**config.mk**
```make
export PLATFORM = sky130hd
export DESIGN_NAME = btc_front
export DESIGN_NICKNAME = d
export VERILOG_FILES = /design/src/sv/btc_pkg.sv /design/src/sv/btc_front.sv
export SDC_FILE = /design/constraint.sdc
export NUM_CORES = 2
export LEC_CHECK = 0
export BUFFER_PORTS_ARGS = -buffer_cell sky130_fd_sc_hd__buf_2
export CAP_MARGIN = 0
export CORE_UTILIZATION = 65
export DETAILED_ROUTE_END_ITERATION = 10
export PLACE_DENSITY_LB_ADDON = 0.12
export SLEW_MARGIN = 40
export SYNTH_ARGS = -nofsm -noshare
export SYNTH_HDL_FRONTEND = slang
export SYNTH_SLANG_ARGS = --single-unit
```
**constraint.sdc**
```tcl
create_clock -name aclk -period 10.3 [get_ports aclk]
set_input_delay 1.545 -clock aclk [delete_from_list [all_inputs] [get_ports aclk]]
set_output_delay 1.545 -clock aclk [all_outputs]
set_load 0.1 [all_outputs]
```
**src/sv/btc_pkg.sv**
```systemverilog
// ----------------------------------------------------------------------------
// btc_pkg
// Types and constants shared by the sensor compensation pipeline.
// ----------------------------------------------------------------------------
package btc_pkg;

    // Configuration register indexes.
    localparam int CFG_IDX_W = 3;
    localparam logic [CFG_IDX_W-1:0] REG_SENS        = 3'd0;
    localparam logic [CFG_IDX_W-1:0] REG_OFFSET      = 3'd1;
    localparam logic [CFG_IDX_W-1:0] REG_SENS_TEMP   = 3'd2;
    localparam logic [CFG_IDX_W-1:0] REG_OFFSET_TEMP = 3'd3;
    localparam logic [CFG_IDX_W-1:0] REG_REF_TEMP    = 3'd4;
    localparam logic [CFG_IDX_W-1:0] REG_TEMP_SLOPE  = 3'd5;

    // Arithmetic constants.
    localparam logic [29:0]        HUMID_SCALE  = 30'd12500;
    localparam logic signed [14:0] HUMID_MIN    = -15'sd600;
    localparam logic signed [14:0] HUMID_MAX    = 15'sd11899;
    localparam logic signed [19:0] TEMP_BASE    = 20'sd2000;
    localparam logic signed [19:0] LOW_OFFSET   = 20'sd3500;   // 2000 + 1500
    localparam logic signed [18:0] LOW_LIMIT    = -19'sd3500;  // -1500 relative to 2000
    localparam logic signed [19:0] TEMP_SAT_MAX = 20'sd32767;
    localparam logic signed [19:0] TEMP_SAT_MIN = -20'sd32768;
    localparam logic [17:0]        PRESS_MAX    = 18'h3FFFF;

    typedef struct packed {
        logic [15:0] sens;
        logic [15:0] offset;
        logic [15:0] sens_temp;
        logic [15:0] offset_temp;
        logic [15:0] ref_temp;
        logic [15:0] temp_slope;
    } cfg_t;

    typedef struct packed {
        logic [15:0] raw_humid;
        logic [23:0] raw_temp;
        logic [23:0] raw_press;
    } sample_t;

    // First-order results.
    typedef struct packed {
        logic [23:0]        d1;
        logic signed [14:0] humid;
        logic signed [18:0] q6;     // TEMP - 2000
        logic [17:0]        t2;
        logic signed [36:0] off;
        logic signed [35:0] sens;
    } front_t;

    // Second-order corrected values.
    typedef struct packed {
        logic [23:0]        d1;
        logic signed [14:0] humid;
        logic signed [15:0] temp;
        logic signed [41:0] off_net;
        logic signed [41:0] sens_net;
    } corr_t;

    typedef struct packed {
        logic signed [14:0] humid_centi;
        logic [17:0]        press_pa;
        logic signed [15:0] temp_centi;
    } result_t;

endpackage

```
**src/sv/btc_front.sv**
```systemverilog
// ----------------------------------------------------------------------------
// btc_front
// Stages one to three: temperature difference, first-order products,
// scaled temperature, offset and sensitivity, and humidity.
// ----------------------------------------------------------------------------
module btc_front (
    input  logic             aclk,
    input  logic             aresetn,
    input  btc_pkg::cfg_t    cfg,
    input  logic             in_valid,
    output logic             in_ready,
    input  btc_pkg::sample_t in_data,
    output logic             out_valid,
    input  logic             out_ready,
    output btc_pkg::front_t  out_data
);
    import btc_pkg::*;

    logic [2:0] v_reg;
    logic [2:0] en;

    // Stage one.
    logic signed [24:0] dt_next;
    logic [29:0]        hprod_next;
    logic signed [24:0] dt_s1_reg;
    logic [29:0]        hprod_s1_reg;
    logic [23:0]        d1_s1_reg;

    // Stage two.
    logic signed [41:0] p6_next;
    logic signed [41:0] p4_next;
    logic signed [41:0] p3_next;
    logic signed [49:0] dsq_next;
    logic signed [14:0] humid_next;
    logic signed [41:0] p6_s2_reg;
    logic signed [41:0] p4_s2_reg;
    logic signed [41:0] p3_s2_reg;
    logic signed [49:0] dsq_s2_reg;
    logic signed [14:0] humid_s2_reg;
    logic [23:0]        d1_s2_reg;

    // Stage three.
    front_t             front_next;
    front_t             front_reg;

    always_comb begin
        en[2] = !v_reg[2] || out_ready;
        en[1] = !v_reg[1] || en[2];
        en[0] = !v_reg[0] || en[1];
    end

    assign in_ready  = en[0];
    assign out_valid = v_reg[2];
    assign out_data  = front_reg;

    always_comb begin
        dt_next    = $signed({1'b0, in_data.raw_temp}) - $signed({1'b0, cfg.ref_temp, 8'd0});
        hprod_next = 30'(in_data.raw_humid) * HUMID_SCALE;
    end

    always_comb begin
        p6_next    = dt_s1_reg * $signed({1'b0, cfg.temp_slope});
        p4_next    = dt_s1_reg * $signed({1'b0, cfg.offset_temp});
        p3_next    = dt_s1_reg * $signed({1'b0, cfg.sens_temp});
        dsq_next   = dt_s1_reg * dt_s1_reg;
        humid_next = $signed({1'b0, hprod_s1_reg[29:16]}) + HUMID_MIN;
    end

    // Arithmetic shifts of the products are taken as upper bit slices.
    always_comb begin
        front_next.d1    = d1_s2_reg;
        front_next.humid = humid_s2_reg;
        front_next.q6    = p6_s2_reg[41:23];
        front_next.t2    = dsq_s2_reg[48:31];
        front_next.off   = $signed({4'b0, cfg.offset, 17'd0})
                         + 37'($signed(p4_s2_reg[41:6]));
        front_next.sens  = $signed({4'b0, cfg.sens, 16'd0})
                         + 36'($signed(p3_s2_reg[41:7]));
    end

    always_ff @(posedge aclk) begin
        if (!aresetn) begin
            v_reg <= '0;
        end else begin
            if (en[0]) v_reg[0] <= in_valid;
            if (en[1]) v_reg[1] <= v_reg[0];
            if (en[2]) v_reg[2] <= v_reg[1];
        end
    end

    always_ff @(posedge aclk) begin
        if (en[0]) begin
            dt_s1_reg    <= dt_next;
            hprod_s1_reg <= hprod_next;
            d1_s1_reg    <= in_data.raw_press;
        end
        if (en[1]) begin
            p6_s2_reg    <= p6_next;
            p4_s2_reg    <= p4_next;
            p3_s2_reg    <= p3_next;
            dsq_s2_reg   <= dsq_next;
            humid_s2_reg <= humid_next;
            d1_s2_reg    <= d1_s1_reg;
        end
        if (en[2]) begin
            front_reg <= front_next;
        end
    end

endmodule

```
==> summary.md <==
| Metric | Value |
|---|---|
| Setup-failing EPs final | `0` |
| Status | `finished clean` |
| Crit. End Element | `register` |
| Violation count after the first detailed-route iteration | `2,757` |
| Period utilization | `0.818` |
| GP Congestion | `0.919` |
| Starting density of the core | `0.658` |
| Final Skew | `31.4 ps` |
| Via count | `50.7k` |
| Core Region | `0.117 sq mm` |
| Sink Count | `362` |
| CTS H-tree depth | `2` |
| Root buffer cell | `clkbuf_16` |
| Routed Antenna Nets | `0` |
| Synth Area in Simple Gates | `0.116` |
| Post-synthesis mux area share | `0.000521` |
| Die width | `346 um` |
| Final WL | `174,000 um` |
| Post-cts sizing count | `0` |
| Filler cells | `8,899` |
| Internal reg-to-reg setup slack | `1870 ps` |
| Largest area contributor in the netlist | `fa_1` |
| Largest net degree at the start of global routing | `74` |
| Max cap viols | `0` |
| Row count | `125` |
| Post-synthesis register bit count | `362` |
| Top cell type's share of synthesized area | `0.471` |
| Syn-to-layout area delta | `5.72%` |
| I/O Buffers | `314` |
| First-pass GRT wire length | `290,000 um` |
| Crit path DAT | `8800 ps` |
| TritonCTS clock tree | `built` |
| Yosys cell types | `74` |
| Fmax | `119 MHz` |
| Full die area | `0.120 sq mm` |
| Worst-Margin Slew | `854 ps` |
| Max Root-Sink Buffers | `3` |
| Setup TNS | `0 ps` |
| Dominant cells by area after synthesis | `fa_1 47%, edfxtp_1 14%, inv_1 10%, ha_1 9.7%, and2_1 4.8%` |
| Critical path type | `register to register` |
| Largest family of logic cells by synthesized area | `adder cells` |
| Synth Flop Type | `edfxtp_1` |
| Hold Crit Class | `register to register` |
| Worst Setup Start Kind | `register` |
| Vias in the first global route | `57.1k` |
| Num CTS Buffers | `43` |
| Synth Cell Area | `0.0769 sq mm` |
| Crit path time final | `8430 ps` |
| Final Slew Violations | `0` |
| Wire per inst | `18.7 um` |
| Syn avg cell area | `10.1 sq um` |
| Pre-Repair DR Iteration Count | `6` |
| Syn Inst Count | `7,632` |
| Ys Warns | `0` |
| Xor and xnor area share after synthesis | `0.0235` |
| Placed Cells | `9,230` |
| Post-CTS setup repair buffer count | `0` |
| RSZ-0062 raised after global routing | `no` |
| Commonest non-fill, non-tap cell in the layout | `inv_1` |
| Synthesized net count | `10.2k` |
| Worst-path clk slew | `60 ps` |
| Crit-path max FO | `19` |
| Via/cell ratio | `5.44` |
| Final worst slack | `1870 ps` |
| Total track usage | `0.309` |
| Register area share after synthesis | `0.141` |
| Most frequent cells in the layout | `2,093 x inv_1, 1,810 x fa_1, 958 x nand2_1` |
| Skew-Pair Late Insertion Delay | `640 ps` |
| Number of flops mapped to enable cells by yosys | `359` |
| Share of synthesized registers carrying an async set or reset | `0` |
| Layout cells sized above 1 | `0.0614` |
| Max FFs per register | `149` |
| Chip height | `346 um` |
| Compound-Gate Fraction of Synth Area | `0.0329` |
| Initial antenna violation count | `22` |
| Hold buffers post-CTS | `0` |
| WP data required | `10,670 ps` |
| Drt drc | `0` |
| Synth Area in Adders | `0.569` |
| Post-Place Worst Slack | `1700 ps` |
| Grt total ovfl | `0` |
| HPWL Detailed | `140,000 um` |
| Final #Nets | `10.3k` |
| Final Hold Vio Count | `0` |
| Final Instance Count excl. Fillers | `9,317` |
| Num ports | `315` |
| Max-slew headroom | `0.431` |
[area by class of cell]
cell class,count,area [sq um],share of cell area
Antenna cell,10,25.0,0.000308
Clock buffer,45,1080,0.0133
Clock inverter,31,349,0.00429
Inverter,2096,7870,0.0968
Multi-Input combinational cell,4863,57100,0.702
Sequential cell,362,10800,0.133
Tap cell,1524,1910,0.0234
Timing Repair Buffer,386,2180,0.0268
[synth_stat cells (29+ instances only)]
master / number
inv_1: 2094
fa_1: 1810
nand2_1: 959
ha_1: 599
and2_1: 591
edfxtp_1: 359
clkbuf_1: 304
xnor2_1: 148
nor2_1: 118
a21oi_1: 108
xor2_1: 58
a21o_1: 54
o21ai_0: 49
nor2b_1: 44
nor3_1: 29
[metrics by stage]
| step | util | instance area [sq um] | hold WS [ps] |
|---|---|---|---|
| after global placement | 0.683 | 79800 | 400 |
| after detailed placement | 0.683 | 79800 | 405 |
| after floorplan | - | 76900 | 400 |
| after global routing | 0.696 | 81300 | 415 |
| after CTS | 0.696 | 81300 | 414 |
| final | 0.696 | 81300 | 411 |
[logic make-up (layout without fill, tap and decap cells)]
group                    after synthesis  in the layout
adder cells (fa/ha/maj)             2409           2409
buffers and inverters               2407           2558
AND/OR/NAND/NOR                     1864           1864
AO/OA/AOI/OAI                        380            380
flip-flops                           362            362
XOR/XNOR                             206            206
multiplexers                           4              4
other                                  0             10
[worst paths after layout]
kind	to	cells past startpoint	from
worst max-delay path	dsq_s2_reg[48]	26	dt_s1_reg[6]
worst min-delay path	out_data[77]	0	dsq_s2_reg[35]
worst max register to register	dsq_s2_reg[48]	26	dt_s1_reg[6]
worst min register to register	out_data[77]	0	dsq_s2_reg[35]
[routing by layer]
layer	wire (um)	vias to the layer above	track usage
li1	-	22500	-
met1	67300	26200	0.396
met2	88400	1614	0.534
met3	11600	380	0.0491
met4	6510	18	0.110
met5	118	-	0
[critical path, cell delays in order (launching register included)]
cell,delay (ps)
edfxtp_1,880
buf_4,300
and2_1,180
inv_1,70
fa_1,540
inv_1,50
fa_1,480
inv_1,60
fa_1,500
fa_1,520
inv_1,60
fa_1,490
fa_1,500
inv_1,50
fa_1,480
inv_1,40
ha_1,290
and3_1,200
a221o_1,360
a221oi_2,380
o31ai_1,160
a32o_1,290
o221a_2,310
or4_4,440
a31o_1,250
a21oi_2,160
xnor2_1,80
Power is not shown: default switching activity piles up to over one toggle a cycle in this logic, so the estimate is an artifact.
