$ cat config.mk
export PLATFORM = sky130hd
export DESIGN_NAME = btc_press
export DESIGN_NICKNAME = d
export VERILOG_FILES = /design/src/sv/btc_pkg.sv /design/src/sv/btc_press.sv
export SDC_FILE = /design/constraint.sdc
export NUM_CORES = 2
export LEC_CHECK = 0
export ABC_AREA = 1
export BUFFER_PORTS_ARGS = -buffer_cell sky130_fd_sc_hd__buf_2
export CORE_ASPECT_RATIO = 1.1
export CORE_MARGIN = 5
export CORE_UTILIZATION = 30
export DETAILED_ROUTE_END_ITERATION = 7
export GPL_TIMING_DRIVEN = 0
export HOLD_SLACK_MARGIN = 0.1
export PLACE_DENSITY = 0.46
export SLEW_MARGIN = 5
export SYNTH_ARGS = -nofsm -noshare
export SYNTH_HDL_FRONTEND = slang
export SYNTH_SLANG_ARGS = --single-unit
$ cat constraint.sdc
create_clock -name aclk -period 8.9 [get_ports aclk]
set_input_delay 1.335 -clock aclk [delete_from_list [all_inputs] [get_ports aclk]]
set_output_delay 1.335 -clock aclk [all_outputs]
set_load 0.01 [all_outputs]
$ cat src/sv/btc_pkg.sv
// ----------------------------------------------------------------------------
// btc_pkg
// Types and constants shared by the sensor compensation pipeline.
// ----------------------------------------------------------------------------
package btc_pkg;

    // Configuration register indexes.
    localparam int CFG_IDX_W = 3;
    localparam logic [CFG_IDX_W-1:0] REG_SENS        = 3'd0;
    localparam logic [CFG_IDX_W-1:0] REG_OFFSET      = 3'd1;
    localparam logic [CFG_IDX_W-1:0] REG_SENS_TEMP   = 3'd2;
    localparam logic [CFG_IDX_W-1:0] REG_OFFSET_TEMP = 3'd3;
    localparam logic [CFG_IDX_W-1:0] REG_REF_TEMP    = 3'd4;
    localparam logic [CFG_IDX_W-1:0] REG_TEMP_SLOPE  = 3'd5;

    // Arithmetic constants.
    localparam logic [29:0]        HUMID_SCALE  = 30'd12500;
    localparam logic signed [14:0] HUMID_MIN    = -15'sd600;
    localparam logic signed [14:0] HUMID_MAX    = 15'sd11899;
    localparam logic signed [19:0] TEMP_BASE    = 20'sd2000;
    localparam logic signed [19:0] LOW_OFFSET   = 20'sd3500;   // 2000 + 1500
    localparam logic signed [18:0] LOW_LIMIT    = -19'sd3500;  // -1500 relative to 2000
    localparam logic signed [19:0] TEMP_SAT_MAX = 20'sd32767;
    localparam logic signed [19:0] TEMP_SAT_MIN = -20'sd32768;
    localparam logic [17:0]        PRESS_MAX    = 18'h3FFFF;

    typedef struct packed {
        logic [15:0] sens;
        logic [15:0] offset;
        logic [15:0] sens_temp;
        logic [15:0] offset_temp;
        logic [15:0] ref_temp;
        logic [15:0] temp_slope;
    } cfg_t;

    typedef struct packed {
        logic [15:0] raw_humid;
        logic [23:0] raw_temp;
        logic [23:0] raw_press;
    } sample_t;

    // First-order results.
    typedef struct packed {
        logic [23:0]        d1;
        logic signed [14:0] humid;
        logic signed [18:0] q6;     // TEMP - 2000
        logic [17:0]        t2;
        logic signed [36:0] off;
        logic signed [35:0] sens;
    } front_t;

    // Second-order corrected values.
    typedef struct packed {
        logic [23:0]        d1;
        logic signed [14:0] humid;
        logic signed [15:0] temp;
        logic signed [41:0] off_net;
        logic signed [41:0] sens_net;
    } corr_t;

    typedef struct packed {
        logic signed [14:0] humid_centi;
        logic [17:0]        press_pa;
        logic signed [15:0] temp_centi;
    } result_t;

endpackage

$ cat src/sv/btc_press.sv
// ----------------------------------------------------------------------------
// btc_press
// Stages seven to ten: split pressure product, scaling, offset removal and
// clamping. The last stage is the result register of the block.
// ----------------------------------------------------------------------------
module btc_press (
    input  logic             aclk,
    input  logic             aresetn,
    input  logic             in_valid,
    output logic             in_ready,
    input  btc_pkg::corr_t   in_data,
    output logic             out_valid,
    input  logic             out_ready,
    output btc_pkg::result_t out_data
);
    import btc_pkg::*;

    logic [3:0] v_reg;
    logic [3:0] en;

    // Stage seven: the 24 x 42 product is taken as two partial products.
    logic [44:0]        pl_next;
    logic signed [45:0] ph_next;
    logic [44:0]        pl_s7_reg;
    logic signed [45:0] ph_s7_reg;
    logic signed [41:0] off_s7_reg;
    logic signed [15:0] temp_s7_reg;
    logic signed [14:0] humid_s7_reg;

    // Stage eight.
    logic signed [46:0] q_next;
    logic signed [46:0] q_s8_reg;
    logic signed [41:0] off_s8_reg;
    logic signed [15:0] temp_s8_reg;
    logic signed [14:0] humid_s8_reg;

    // Stage nine.
    logic signed [47:0] diff_next;
    logic signed [47:0] diff_s9_reg;
    logic signed [15:0] temp_s9_reg;
    logic signed [14:0] humid_s9_reg;

    // Stage ten.
    result_t            result_next;
    result_t            result_reg;

    always_comb begin
        en[3] = !v_reg[3] || out_ready;
        en[2] = !v_reg[2] || en[3];
        en[1] = !v_reg[1] || en[2];
        en[0] = !v_reg[0] || en[1];
    end

    assign in_ready  = en[0];
    assign out_valid = v_reg[3];
    assign out_data  = result_reg;

    always_comb begin
        pl_next = 45'(in_data.d1) * 45'(in_data.sens_net[20:0]);
        ph_next = $signed({1'b0, in_data.d1}) * $signed(in_data.sens_net[41:21]);
    end

    // The low partial product is never negative, so the shift by 21 adds
    // only its upper bits to the high partial product.
    always_comb begin
        q_next    = 47'(ph_s7_reg) + $signed({23'b0, pl_s7_reg[44:21]});
        diff_next = 48'(q_s8_reg) - 48'(off_s8_reg);
    end

    always_comb begin
        result_next.temp_centi  = temp_s9_reg;
        result_next.humid_centi = humid_s9_reg;
        if (diff_s9_reg[47]) begin
            result_next.press_pa = '0;
        end else if (|diff_s9_reg[46:33]) begin
            result_next.press_pa = PRESS_MAX;
        end else begin
            result_next.press_pa = diff_s9_reg[32:15];
        end
    end

    always_ff @(posedge aclk) begin
        if (!aresetn) begin
            v_reg <= '0;
        end else begin
            if (en[0]) v_reg[0] <= in_valid;
            if (en[1]) v_reg[1] <= v_reg[0];
            if (en[2]) v_reg[2] <= v_reg[1];
            if (en[3]) v_reg[3] <= v_reg[2];
        end
    end

    always_ff @(posedge aclk) begin
        if (en[0]) begin
            pl_s7_reg    <= pl_next;
            ph_s7_reg    <= ph_next;
            off_s7_reg   <= in_data.off_net;
            temp_s7_reg  <= in_data.temp;
            humid_s7_reg <= in_data.humid;
        end
        if (en[1]) begin
            q_s8_reg     <= q_next;
            off_s8_reg   <= off_s7_reg;
            temp_s8_reg  <= temp_s7_reg;
            humid_s8_reg <= humid_s7_reg;
        end
        if (en[2]) begin
            diff_s9_reg  <= diff_next;
            temp_s9_reg  <= temp_s8_reg;
            humid_s9_reg <= humid_s8_reg;
        end
        if (en[3]) begin
            result_reg <= result_next;
        end
    end

endmodule

==> metrics.txt <==
# TYPE chip_impl_metric gauge
chip_impl_metric{name="first_global_vias",unit=""} 42620
chip_impl_metric{name="dr.first_iter.drc_count",unit=""} 2991
chip_impl_metric{name="layout_cell_share_with_drive_strength_beyond_1",unit="%"} 5.054
chip_impl_metric{name="horizontal_die_dimension",unit="um"} 408.5
chip_impl_metric{name="cp_max_fo",unit=""} 10
chip_impl_metric{name="cts_num_sinks",unit=""} 380
chip_impl_metric{name="first_pass_iters",unit=""} 6
chip_impl_metric{name="synth.net_count",unit=""} 7643
chip_impl_metric{name="synth_top_area_share",unit="%"} 31.75
chip_impl_metric{name="place.gp.congestion",unit=""} 0.9514
chip_impl_metric{name="path_buf_inv",unit=""} 9
chip_impl_metric{name="wl_per_cell",unit="um"} 21.56
chip_impl_metric{name="yosysSeqAreaShare",unit="%"} 21.70
chip_impl_info{name="tritoncts",value="yes"} 1
chip_impl_info{name="synth_commonest_cells",value="1,714 x sky130_fd_sc_hd__inv_1, 1,582 x sky130_fd_sc_hd__nand2_1, 831 x sky130_fd_sc_hd__fa_1, 405 x sky130_fd_sc_hd__ha_1, 376 x sky130_fd_sc_hd__edfxtp_1"} 1
chip_impl_metric{name="cell_count_after_synthesis",unit=""} 6264
chip_impl_metric{name="cts_inserted_buffers",unit=""} 40
chip_impl_metric{name="grt_first_pass_wirelength",unit="um"} 279500
chip_impl_info{name="violated_checks",value="max-capacitance violations"} 1
chip_impl_info{name="synthMostInstantiatedCell",value="sky130_fd_sc_hd__inv_1"} 1
chip_impl_metric{name="post_synth_num_cell_types",unit=""} 42
chip_impl_metric{name="worst_setup_hold_path_clk_slew",unit="ns"} 0.06
chip_impl_metric{name="port_buffers",unit=""} 169
chip_impl_metric{name="cts.path.max_buffers",unit=""} 3
chip_impl_info{name="run_status",value="complete, but fails checks"} 1
chip_impl_metric{name="setup-violations-final",unit=""} 0
chip_impl_metric{name="number_of_buffers_inserted_to_repair_setup_after_cts",unit=""} 0
chip_impl_metric{name="design.final.nets",unit=""} 7860
chip_impl_info{name="ys.flop_type",value="sky130_fd_sc_hd__edfxtp_1"} 1
chip_impl_metric{name="die_h",unit="um"} 448.3
chip_impl_metric{name="postRouteWirelength",unit="um"} 189300
chip_impl_metric{name="fin_setup_tns",unit="ns"} 0
chip_impl_metric{name="final_min_period_over_clock_period",unit="%"} 95.96
chip_impl_metric{name="overflow",unit=""} 0
chip_impl_metric{name="post_drt_antenna_nets",unit=""} 0
chip_impl_metric{name="critPathArrivalTime",unit="ns"} 8.86
chip_impl_metric{name="yosysWarnings",unit=""} 0
chip_impl_metric{name="timing_worst_slew_pin_value",unit="ns"} 1.497
chip_impl_metric{name="io_pins",unit=""} 194
chip_impl_metric{name="coreArea",unit="um^2"} 173400
chip_impl_metric{name="max_slew_headroom_at_the_worst_pin",unit="%"} 0.1903
chip_impl_metric{name="flow.area_growth_from_synthesis",unit="%"} 9.825
chip_impl_metric{name="largest_register_ff_count",unit=""} 49
chip_impl_metric{name="grt_start_max_net_pins",unit=""} 67
chip_impl_metric{name="syn_area_per_cell",unit="um^2"} 8.364
chip_impl_metric{name="post_cts_resize_count",unit=""} 0
chip_impl_metric{name="grt_usage",unit="%"} 20.61
chip_impl_metric{name="clk-insertion-delay-late",unit="ns"} 0.58
chip_impl_info{name="post-synth-top-area-cell",value="sky130_fd_sc_hd__fa_1"} 1
chip_impl_metric{name="design.die.area",unit="um^2"} 183100
chip_impl_info{name="rsz0062_at_grt",value="false"} 1
chip_impl_info{name="path_class",value="input port to register"} 1
chip_impl_metric{name="floorplan.initialDensity",unit="%"} 30.22
chip_impl_metric{name="synth_edf_count",unit=""} 376
chip_impl_metric{name="antenna_violations_before_repair",unit=""} 12
chip_impl_metric{name="syn-cell-area",unit="um^2"} 52390
chip_impl_metric{name="final-hold-violation-count",unit=""} 0
chip_impl_info{name="setup.worst_path.start_class",value="input port"} 1
chip_impl_metric{name="dp_hpwl",unit="um"} 158500
chip_impl_metric{name="final.min_clock_period",unit="ns"} 8.541
chip_impl_metric{name="number_of_standard_cell_rows_in_the_floorplan",unit=""} 160
chip_impl_info{name="path_delay_family",value="adder cells"} 1
chip_impl_metric{name="dr_total_vias",unit=""} 40600
chip_impl_metric{name="achievable-frequency",unit="MHz"} 117.1
chip_impl_metric{name="worst_ep_required_time",unit="ns"} 9.22
chip_impl_metric{name="postCtsHoldBufs",unit=""} 0
chip_impl_info{name="hold_path_class",value="register to register"} 1
chip_impl_metric{name="clock_skew",unit="ns"} 0.03418
chip_impl_info{name="synth_top_cells_by_area",value="sky130_fd_sc_hd__fa_1 32%, sky130_fd_sc_hd__edfxtp_1 22%, sky130_fd_sc_hd__inv_1 12%, sky130_fd_sc_hd__nand2_1 11%, sky130_fd_sc_hd__ha_1 9.7%"} 1
chip_impl_info{name="end_kind",value="register"} 1
chip_impl_info{name="ctsRootBufferMaster",value="sky130_fd_sc_hd__clkbuf_16"} 1
chip_impl_metric{name="drv.max_cap_violation_count",unit=""} 1
chip_impl_metric{name="post_drt_via_cell_ratio",unit=""} 4.624
chip_impl_metric{name="report.final.slew_viol_count",unit=""} 0
chip_impl_metric{name="cts.htree.levels",unit=""} 2
chip_impl_info{name="slowest_stage_cell_on_the_critical_path",value="sky130_fd_sc_hd__clkbuf_1"} 1
chip_impl_metric{name="detail_route.drc_violations",unit=""} 0
chip_impl_metric{name="async_flop_share",unit="%"} 0
chip_impl_metric{name="crit_path_max_incr_delay",unit="ns"} 1.10
chip_impl_metric{name="synth.ff_latch_count",unit=""} 380
-- path summary, 6_finish.rpt --
path | end | from | slack (ns) | depth (start not counted)
max | pl_s7_reg[41] | in_data[132] | 0.36 | 25
min | off_s8_reg[37] | off_s7_reg[37] | 0.41 | 0
max reg2reg | pl_s7_reg[40] | v_reg[3] | 5.92 | 9
min reg2reg | off_s8_reg[37] | off_s7_reg[37] | 0.41 | 0
-- cell families (layout without fill, tap and decap cells) --
| group | count (synthesis) | count (layout) | synth area share (%) |
|---|---|---|---|
| AO/OA/AOI/OAI | 438 | 438 | 4.554 |
| other | 0 | 2 | 0 |
| XOR/XNOR | 107 | 107 | 1.789 |
| AND/OR/NAND/NOR | 2173 | 2173 | 16.70 |
| flip-flops | 380 | 380 | 21.70 |
| buffers and inverters | 1930 | 2176 | 13.83 |
| adder cells (fa/ha/maj) | 1236 | 1236 | 41.42 |
-- area by class of cell --
type | instances | area, um^2
Sequential cell | 380 | 11370
Clock buffer | 48 | 1052
Antenna cell | 2 | 5.005
Timing Repair Buffer | 175 | 991.0
Inverter | 1724 | 6479
Buffer | 206 | 778.2
Fill cell | 18520 | 115800
Clock inverter | 23 | 245.2
Tap cell | 2268 | 2838
Multi-Input combinational cell | 3954 | 33780
-- placed cells by master (no fill, tap or decap), drive strengths merged, types with 32 or more instances in the layout --
cell type and count:
nand3 120, nand4 35, clkbuf 250, ha 405, xor2 75, nor2 341, a21oi 231, xnor2 32
nand2 1596, buf 179, o21ai 146, inv 1729, fa 831, nor3 42, edfxtp 376
-- stage by stage --
step | cell area, um^2 | setup slack, ns | instances | hold WS, ns | utilization [%]
after floorplan | 52390 | 0.4485 | 6264 | 0.4003 | -
after global placement | 56080 | -3.396 | 8701 | 0.4002 | 32.35
after detailed placement | 56240 | -0.1373 | 8707 | 0.4045 | 32.44
after CTS | 57540 | 0.5041 | 8778 | 0.4130 | 33.19
after global routing | 57540 | 0.01585 | 8779 | 0.4169 | 33.19
final | 57540 | 0.3593 | 8780 | 0.4120 | 33.19
-- layer usage --
metal  part of all wire, %  global-route usage (%)
met5                0.0069                       0
met4                   5.0                   8.370
met3                   6.2                   2.855
met2                    47                   34.71
met1                    42                   26.86
Power is not shown: default switching activity piles up to over one toggle a cycle in this logic, so the estimate is an artifact.
