<file path="config.mk">
export PLATFORM = sky130hd
export DESIGN_NAME = btc_corr
export DESIGN_NICKNAME = d
export VERILOG_FILES = /design/src/sv/btc_pkg.sv /design/src/sv/btc_corr.sv
export SDC_FILE = /design/constraint.sdc
export NUM_CORES = 2
export LEC_CHECK = 0
export BUFFER_PORTS_ARGS = -buffer_cell sky130_fd_sc_hd__buf_2
export CAP_MARGIN = 40
export CORE_MARGIN = 2
export CORE_UTILIZATION = 45
export DETAILED_ROUTE_END_ITERATION = 16
export PLACE_DENSITY = 0.62
export SLEW_MARGIN = 20
export SYNTH_ARGS = -nofsm -noshare
export SYNTH_HDL_FRONTEND = slang
export SYNTH_SLANG_ARGS = --single-unit
</file>
<file path="constraint.sdc">
create_clock -name aclk -period 20.6 [get_ports aclk]
set_clock_uncertainty 0.2 [all_clocks]
set_input_delay 4.12 -clock aclk [delete_from_list [all_inputs] [get_ports aclk]]
set_output_delay 4.12 -clock aclk [all_outputs]
set_load 0.03 [all_outputs]
</file>
<file path="src/sv/btc_pkg.sv">
// ----------------------------------------------------------------------------
// btc_pkg
// Types and constants shared by the sensor compensation pipeline.
// ----------------------------------------------------------------------------
package btc_pkg;

    // Configuration register indexes.
    localparam int CFG_IDX_W = 3;
    localparam logic [CFG_IDX_W-1:0] REG_SENS        = 3'd0;
    localparam logic [CFG_IDX_W-1:0] REG_OFFSET      = 3'd1;
    localparam logic [CFG_IDX_W-1:0] REG_SENS_TEMP   = 3'd2;
    localparam logic [CFG_IDX_W-1:0] REG_OFFSET_TEMP = 3'd3;
    localparam logic [CFG_IDX_W-1:0] REG_REF_TEMP    = 3'd4;
    localparam logic [CFG_IDX_W-1:0] REG_TEMP_SLOPE  = 3'd5;

    // Arithmetic constants.
    localparam logic [29:0]        HUMID_SCALE  = 30'd12500;
    localparam logic signed [14:0] HUMID_MIN    = -15'sd600;
    localparam logic signed [14:0] HUMID_MAX    = 15'sd11899;
    localparam logic signed [19:0] TEMP_BASE    = 20'sd2000;
    localparam logic signed [19:0] LOW_OFFSET   = 20'sd3500;   // 2000 + 1500
    localparam logic signed [18:0] LOW_LIMIT    = -19'sd3500;  // -1500 relative to 2000
    localparam logic signed [19:0] TEMP_SAT_MAX = 20'sd32767;
    localparam logic signed [19:0] TEMP_SAT_MIN = -20'sd32768;
    localparam logic [17:0]        PRESS_MAX    = 18'h3FFFF;

    typedef struct packed {
        logic [15:0] sens;
        logic [15:0] offset;
        logic [15:0] sens_temp;
        logic [15:0] offset_temp;
        logic [15:0] ref_temp;
        logic [15:0] temp_slope;
    } cfg_t;

    typedef struct packed {
        logic [15:0] raw_humid;
        logic [23:0] raw_temp;
        logic [23:0] raw_press;
    } sample_t;

    // First-order results.
    typedef struct packed {
        logic [23:0]        d1;
        logic signed [14:0] humid;
        logic signed [18:0] q6;     // TEMP - 2000
        logic [17:0]        t2;
        logic signed [36:0] off;
        logic signed [35:0] sens;
    } front_t;

    // Second-order corrected values.
    typedef struct packed {
        logic [23:0]        d1;
        logic signed [14:0] humid;
        logic signed [15:0] temp;
        logic signed [41:0] off_net;
        logic signed [41:0] sens_net;
    } corr_t;

    typedef struct packed {
        logic signed [14:0] humid_centi;
        logic [17:0]        press_pa;
        logic signed [15:0] temp_centi;
    } result_t;

endpackage

</file>
<file path="src/sv/btc_corr.sv">
// ----------------------------------------------------------------------------
// btc_corr
// Stages four to six: second-order correction terms below 20 C and
// -15 C, temperature saturation, and the corrected offset and sensitivity.
// ----------------------------------------------------------------------------
module btc_corr (
    input  logic            aclk,
    input  logic            aresetn,
    input  logic            in_valid,
    output logic            in_ready,
    input  btc_pkg::front_t in_data,
    output logic            out_valid,
    input  logic            out_ready,
    output btc_pkg::corr_t  out_data
);
    import btc_pkg::*;

    logic [2:0] v_reg;
    logic [2:0] en;

    // Stage four.
    logic signed [37:0] a_sq;
    logic signed [19:0] b_val;
    logic signed [39:0] b_sq;
    logic signed [19:0] temp_full_next;
    logic [36:0]        aa_s4_reg;
    logic [36:0]        bb_s4_reg;
    logic               cold_s4_reg;
    logic               frost_s4_reg;
    logic signed [19:0] temp_full_s4_reg;
    logic [23:0]        d1_s4_reg;
    logic signed [14:0] humid_s4_reg;
    logic signed [36:0] off_s4_reg;
    logic signed [35:0] sens_s4_reg;

    // Stage five.
    logic [38:0]        five_aa;
    logic [37:0]        off2a;
    logic [39:0]        seven_bb;
    logic [39:0]        eleven_bb;
    logic [39:0]        off2_next;
    logic [39:0]        sens2_next;
    logic signed [15:0] temp_next;
    logic [39:0]        off2_s5_reg;
    logic [39:0]        sens2_s5_reg;
    logic signed [15:0] temp_s5_reg;
    logic [23:0]        d1_s5_reg;
    logic signed [14:0] humid_s5_reg;
    logic signed [36:0] off_s5_reg;
    logic signed [35:0] sens_s5_reg;

    // Stage six.
    corr_t              corr_next;
    corr_t              corr_reg;

    always_comb begin
        en[2] = !v_reg[2] || out_ready;
        en[1] = !v_reg[1] || en[2];
        en[0] = !v_reg[0] || en[1];
    end

    assign in_ready  = en[0];
    assign out_valid = v_reg[2];
    assign out_data  = corr_reg;

    // q6 is TEMP - 2000, so TEMP + 1500 is q6 + 3500.
    always_comb begin
        a_sq  = in_data.q6 * in_data.q6;
        b_val = 20'(in_data.q6) + LOW_OFFSET;
        b_sq  = b_val * b_val;
        temp_full_next = 20'(in_data.q6) + TEMP_BASE
                       - (in_data.q6[18] ? $signed({2'b0, in_data.t2}) : 20'sd0);
    end

    always_comb begin
        five_aa   = {2'b0, aa_s4_reg} + {aa_s4_reg, 2'b0};
        off2a     = five_aa[38:1];
        seven_bb  = {bb_s4_reg, 3'b0} - {3'b0, bb_s4_reg};
        eleven_bb = {bb_s4_reg, 3'b0} + {2'b0, bb_s4_reg, 1'b0} + {3'b0, bb_s4_reg};
        if (cold_s4_reg) begin
            off2_next  = 40'(off2a) + (frost_s4_reg ? seven_bb : 40'd0);
            sens2_next = 40'(off2a[37:1]) + (frost_s4_reg ? 40'(eleven_bb[39:1]) : 40'd0);
        end else begin
            off2_next  = '0;
            sens2_next = '0;
        end
        if (temp_full_s4_reg > TEMP_SAT_MAX) begin
            temp_next = TEMP_SAT_MAX[15:0];
        end else if (temp_full_s4_reg < TEMP_SAT_MIN) begin
            temp_next = TEMP_SAT_MIN[15:0];
        end else begin
            temp_next = temp_full_s4_reg[15:0];
        end
    end

    always_comb begin
        corr_next.d1       = d1_s5_reg;
        corr_next.humid    = humid_s5_reg;
        corr_next.temp     = temp_s5_reg;
        corr_next.off_net  = 42'(off_s5_reg) - $signed({2'b0, off2_s5_reg});
        corr_next.sens_net = 42'(sens_s5_reg) - $signed({2'b0, sens2_s5_reg});
    end

    always_ff @(posedge aclk) begin
        if (!aresetn) begin
            v_reg <= '0;
        end else begin
            if (en[0]) v_reg[0] <= in_valid;
            if (en[1]) v_reg[1] <= v_reg[0];
            if (en[2]) v_reg[2] <= v_reg[1];
        end
    end

    always_ff @(posedge aclk) begin
        if (en[0]) begin
            aa_s4_reg        <= a_sq[36:0];
            bb_s4_reg        <= b_sq[36:0];
            cold_s4_reg      <= in_data.q6[18];
            frost_s4_reg     <= in_data.q6 < LOW_LIMIT;
            temp_full_s4_reg <= temp_full_next;
            d1_s4_reg        <= in_data.d1;
            humid_s4_reg     <= in_data.humid;
            off_s4_reg       <= in_data.off;
            sens_s4_reg      <= in_data.sens;
        end
        if (en[1]) begin
            off2_s5_reg  <= off2_next;
            sens2_s5_reg <= sens2_next;
            temp_s5_reg  <= temp_next;
            d1_s5_reg    <= d1_s4_reg;
            humid_s5_reg <= humid_s4_reg;
            off_s5_reg   <= off_s4_reg;
            sens_s5_reg  <= sens_s4_reg;
        end
        if (en[2]) begin
            corr_reg <= corr_next;
        end
    end

endmodule

</file>
==> results.md <==
* CP most frequent cell: fa_1
* CP startpoint: in_data[94]
* Register area share after synthesis at 0.294
* Layout cells sized above 1 at 0.0804
* Syn. warnings at 0
* Hold Path End: sens_s5_reg[22]
* Placed insts at 7285
* Synth Area in XOR/XNOR at 0.0549
* Die Wd at approximately 360 um
* CP startpoint kind: input port
* Initial Utilization at 0.455
* Seq cells post-synth at between 500 and 600
* TritonCTS Buffers at 58
* Max Clock Freq at ~79 MHz
* Worst-path clk slew at 0.06 ns
* Max reg flops at ~140
* Final WS setup at just under 8 ns
* Initial antenna violation count at 3
* Total track usage at 0.224
* TritonRoute pass-1 iters at 5
* Post-synth EDFFs at 550
* CTS tree: yes
* Starting DRT DRC Count at 2596
* Period utilization at 0.617
* Relative slew slack at 0.314
* Critical Path Max Stage Delay at about 0.65 ns
* Clock buffer depth at 3
* Vias at just under 40000
* Netlist Area Pre-Place at between 50000 and 60000 um^2
* Crit Path Max Fanout at 15
* GP Congestion at around 0.98
* DRC errors left at 0
* Final net count at 7111
* Mapped Nets at 6805
* Post-synth ARST share at 0
* Worst r2r src: aa_s4_reg[2]
* Post-Layout Cell Count at ~7400
* Die area at about 130000 um^2
* Final setup fails at 0
* Pre-CTS WS at approximately 7.3 ns
* Worst Path Buf+Inv at 5
* Max Cap Viol at 0
* Crit path max-delay cell type: xnor2_1
* GRT overflow at 0
* # IOs at about 300
* Detailed Place HPWL at between 100 and 150 mm
* Fin crit period at 12.71 ns
* Hold Fails Final Rpt at 0
* Clock Latency Late Sink at 0.67 ns
* DR WL/cell at 19.2 um
* Hold_sp: sens_s4_reg[22]
* Post-synthesis mux area share at 0.000554
* Fin Setup TNS at 0 ns
* Cts hold-fix bufs at 0
* Synthesis-to-layout area growth at 9.76%
* RSZ-0062 raised after global routing: no
* Final slew viol count at 0
* I/O Buffers at 293
* Synth Area in Simple Gates at 0.0963
* Vias in the first global route at 39700
* Outcome: finished clean
* Synth Area in Adders at 0.374
* Num rows at around 130
* Setup Buffers After CTS at 0
* Tightest Pin Transition at roughly 1.0 ns
* Post-DR vias/cell at 5.21
* PostCTS Resize Cnt at 0
* Clock sink total at about 550
* Required @ worst endpoint at between 20 and 25 ns
* Worst Reg-to-Reg Cells at 21
* CTS root buffer: clkbuf_16
* Largest net degree at the start of global routing at 76
* Detail Route Antenna Nets at 0
* Arrival time at the worst endpoint at 12.86 ns
* Worst hold margin at around 0.17 ns
* Reg2Reg Setup Slack at approximately 14 ns
* First-pass GRT wire length at 223 mm
* Compound-cell area share of the yosys netlist at 0.104
* Cell count after synthesis at ~5400
* Avg Cell Area, Syn at roughly 10 um^2
* DRT Wirelength at 142 mm
* Most used DFF post-synth: edfxtp_1
* H-tree Lvls at 2
* Setup crit end kind: register
* Largest family of logic cells by synthesized area: adder cells
* Hold WC Path Type: reg -> reg
* Kind of critical path: in -> reg
* Post-synth cell types at 86
* RR Endpoint: off2_s5_reg[39]
* Crit path max-delay family: adder cells
* Worst Hold Depth at 0
* Die H at around 360 um
* Core area at ~120000 um^2
==> per-layer routing <==
layer  track usage  vias up  wire length, um  part of all wire
li1              -    18400                -                 -
met1         0.307    18800            63000              0.44
met2         0.361     1097            64600              0.46
met3        0.0357      215             8640             0.061
met4        0.0787        4             5690             0.040
met5             0        -               26           0.00018
==> cells in the mapped netlist, types with 5 or more instances <==
master | instances | area, um^2
and3_1 | 34 | 213
a31o_2 | 11 | 96.3
a21oi_1 | 291 | 1460
nor3_1 | 61 | 305
clkbuf_1 | 78 | 293
or2_2 | 9 | 56.3
and2_1 | 79 | 494
o211ai_1 | 20 | 150
o2111ai_1 | 5 | 43.8
nand2_1 | 361 | 1360
a41o_1 | 6 | 60.1
nand2b_1 | 50 | 313
nor3b_1 | 7 | 52.6
o221ai_1 | 7 | 61.3
or3_1 | 20 | 125
and4_1 | 8 | 70.1
nand3_1 | 73 | 365
nor2b_1 | 40 | 250
a311oi_1 | 6 | 52.6
a2111oi_0 | 8 | 70.1
edfxtp_1 | 550 | 16500
fa_1 | 732 | 14700
a211o_1 | 14 | 123
nand4_1 | 17 | 106
nor2_1 | 413 | 1550
o21ai_0 | 139 | 696
o21bai_1 | 45 | 338
a21boi_0 | 13 | 97.6
clkinv_1 | 10 | 37.5
ha_1 | 514 | 6430
nor4_1 | 9 | 56.3
a21o_1 | 113 | 848
a41oi_1 | 7 | 61.3
buf_1 | 10 | 37.5
inv_2 | 5 | 18.8
xor2_1 | 127 | 1110
a31oi_1 | 29 | 181
a221oi_1 | 5 | 43.8
a211oi_1 | 31 | 233
o31ai_1 | 14 | 105
inv_1 | 1045 | 3920
o21a_1 | 76 | 571
o21ai_1 | 13 | 65.1
xnor2_1 | 225 | 1970
==> kinds of logic (layout without fill, tap and decap cells) <==
group	after synthesis	after routing
adder cells (fa/ha/maj)	1246	1246
AND/OR/NAND/NOR	1197	1197
buffers and inverters	1150	1504
AO/OA/AOI/OAI	903	903
flip-flops	553	553
XOR/XNOR	353	353
multiplexers	3	3
other	1	2
==> worst max-delay path by stage <==
stage / end / cells after the start
after floorplan: in_ready / 2
after global placement: bb_s4_reg[36] / 30
after detailed placement: bb_s4_reg[36] / 28
after CTS: bb_s4_reg[36] / 28
after global routing: bb_s4_reg[36] / 28
final: bb_s4_reg[36] / 28
==> cell type report <==
| cell class | instances | area [um^2] |
|---|---|---|
| Antenna cell | 1 | 2.50 |
| Clock buffer | 75 | 1520 |
| Clock inverter | 33 | 403 |
| Fill cell | 11300 | 62200 |
| Inverter | 1060 | 3980 |
| Multi-Input combinational cell | 3703 | 35600 |
| Sequential cell | 553 | 16600 |
| Tap cell | 1637 | 2050 |
| Timing Repair Buffer | 336 | 1860 |
==> cells in the final DEF (no fill, tap or decap), types with 17 or more instances in the layout <==
cell | netlist | layout
a211oi_1 | 31 | 31
a21o_1 | 113 | 113
a21oi_1 | 291 | 291
a31oi_1 | 29 | 29
and2_1 | 79 | 79
and3_1 | 34 | 34
buf_2 | 2 | 295
buf_4 | 0 | 35
clkbuf_1 | 78 | 17
clkbuf_16 | 0 | 58
clkinv_1 | 10 | 18
edfxtp_1 | 550 | 550
fa_1 | 732 | 732
ha_1 | 514 | 514
inv_1 | 1045 | 1043
nand2_1 | 361 | 360
nand2b_1 | 50 | 50
nand3_1 | 73 | 72
nand4_1 | 17 | 17
nor2_1 | 413 | 413
nor2b_1 | 40 | 40
nor3_1 | 61 | 61
o211ai_1 | 20 | 20
o21a_1 | 76 | 76
o21ai_0 | 139 | 139
o21bai_1 | 45 | 45
or3_1 | 20 | 20
xnor2_1 | 225 | 225
xor2_1 | 127 | 127
==> metrics by stage <==
stage / utilization / instance area (um^2)
2_1_floorplan: - / 56500
6_report: 0.499 / 62000
5_1_grt: 0.499 / 62000
3_3_place_gp: 0.483 / 59900
4_1_cts: 0.499 / 61900
3_5_place_dp: 0.483 / 60000
Power is left out: the tool's default activity adds up to more than one toggle a clock period on the data nets, which glitch-free logic cannot reach.
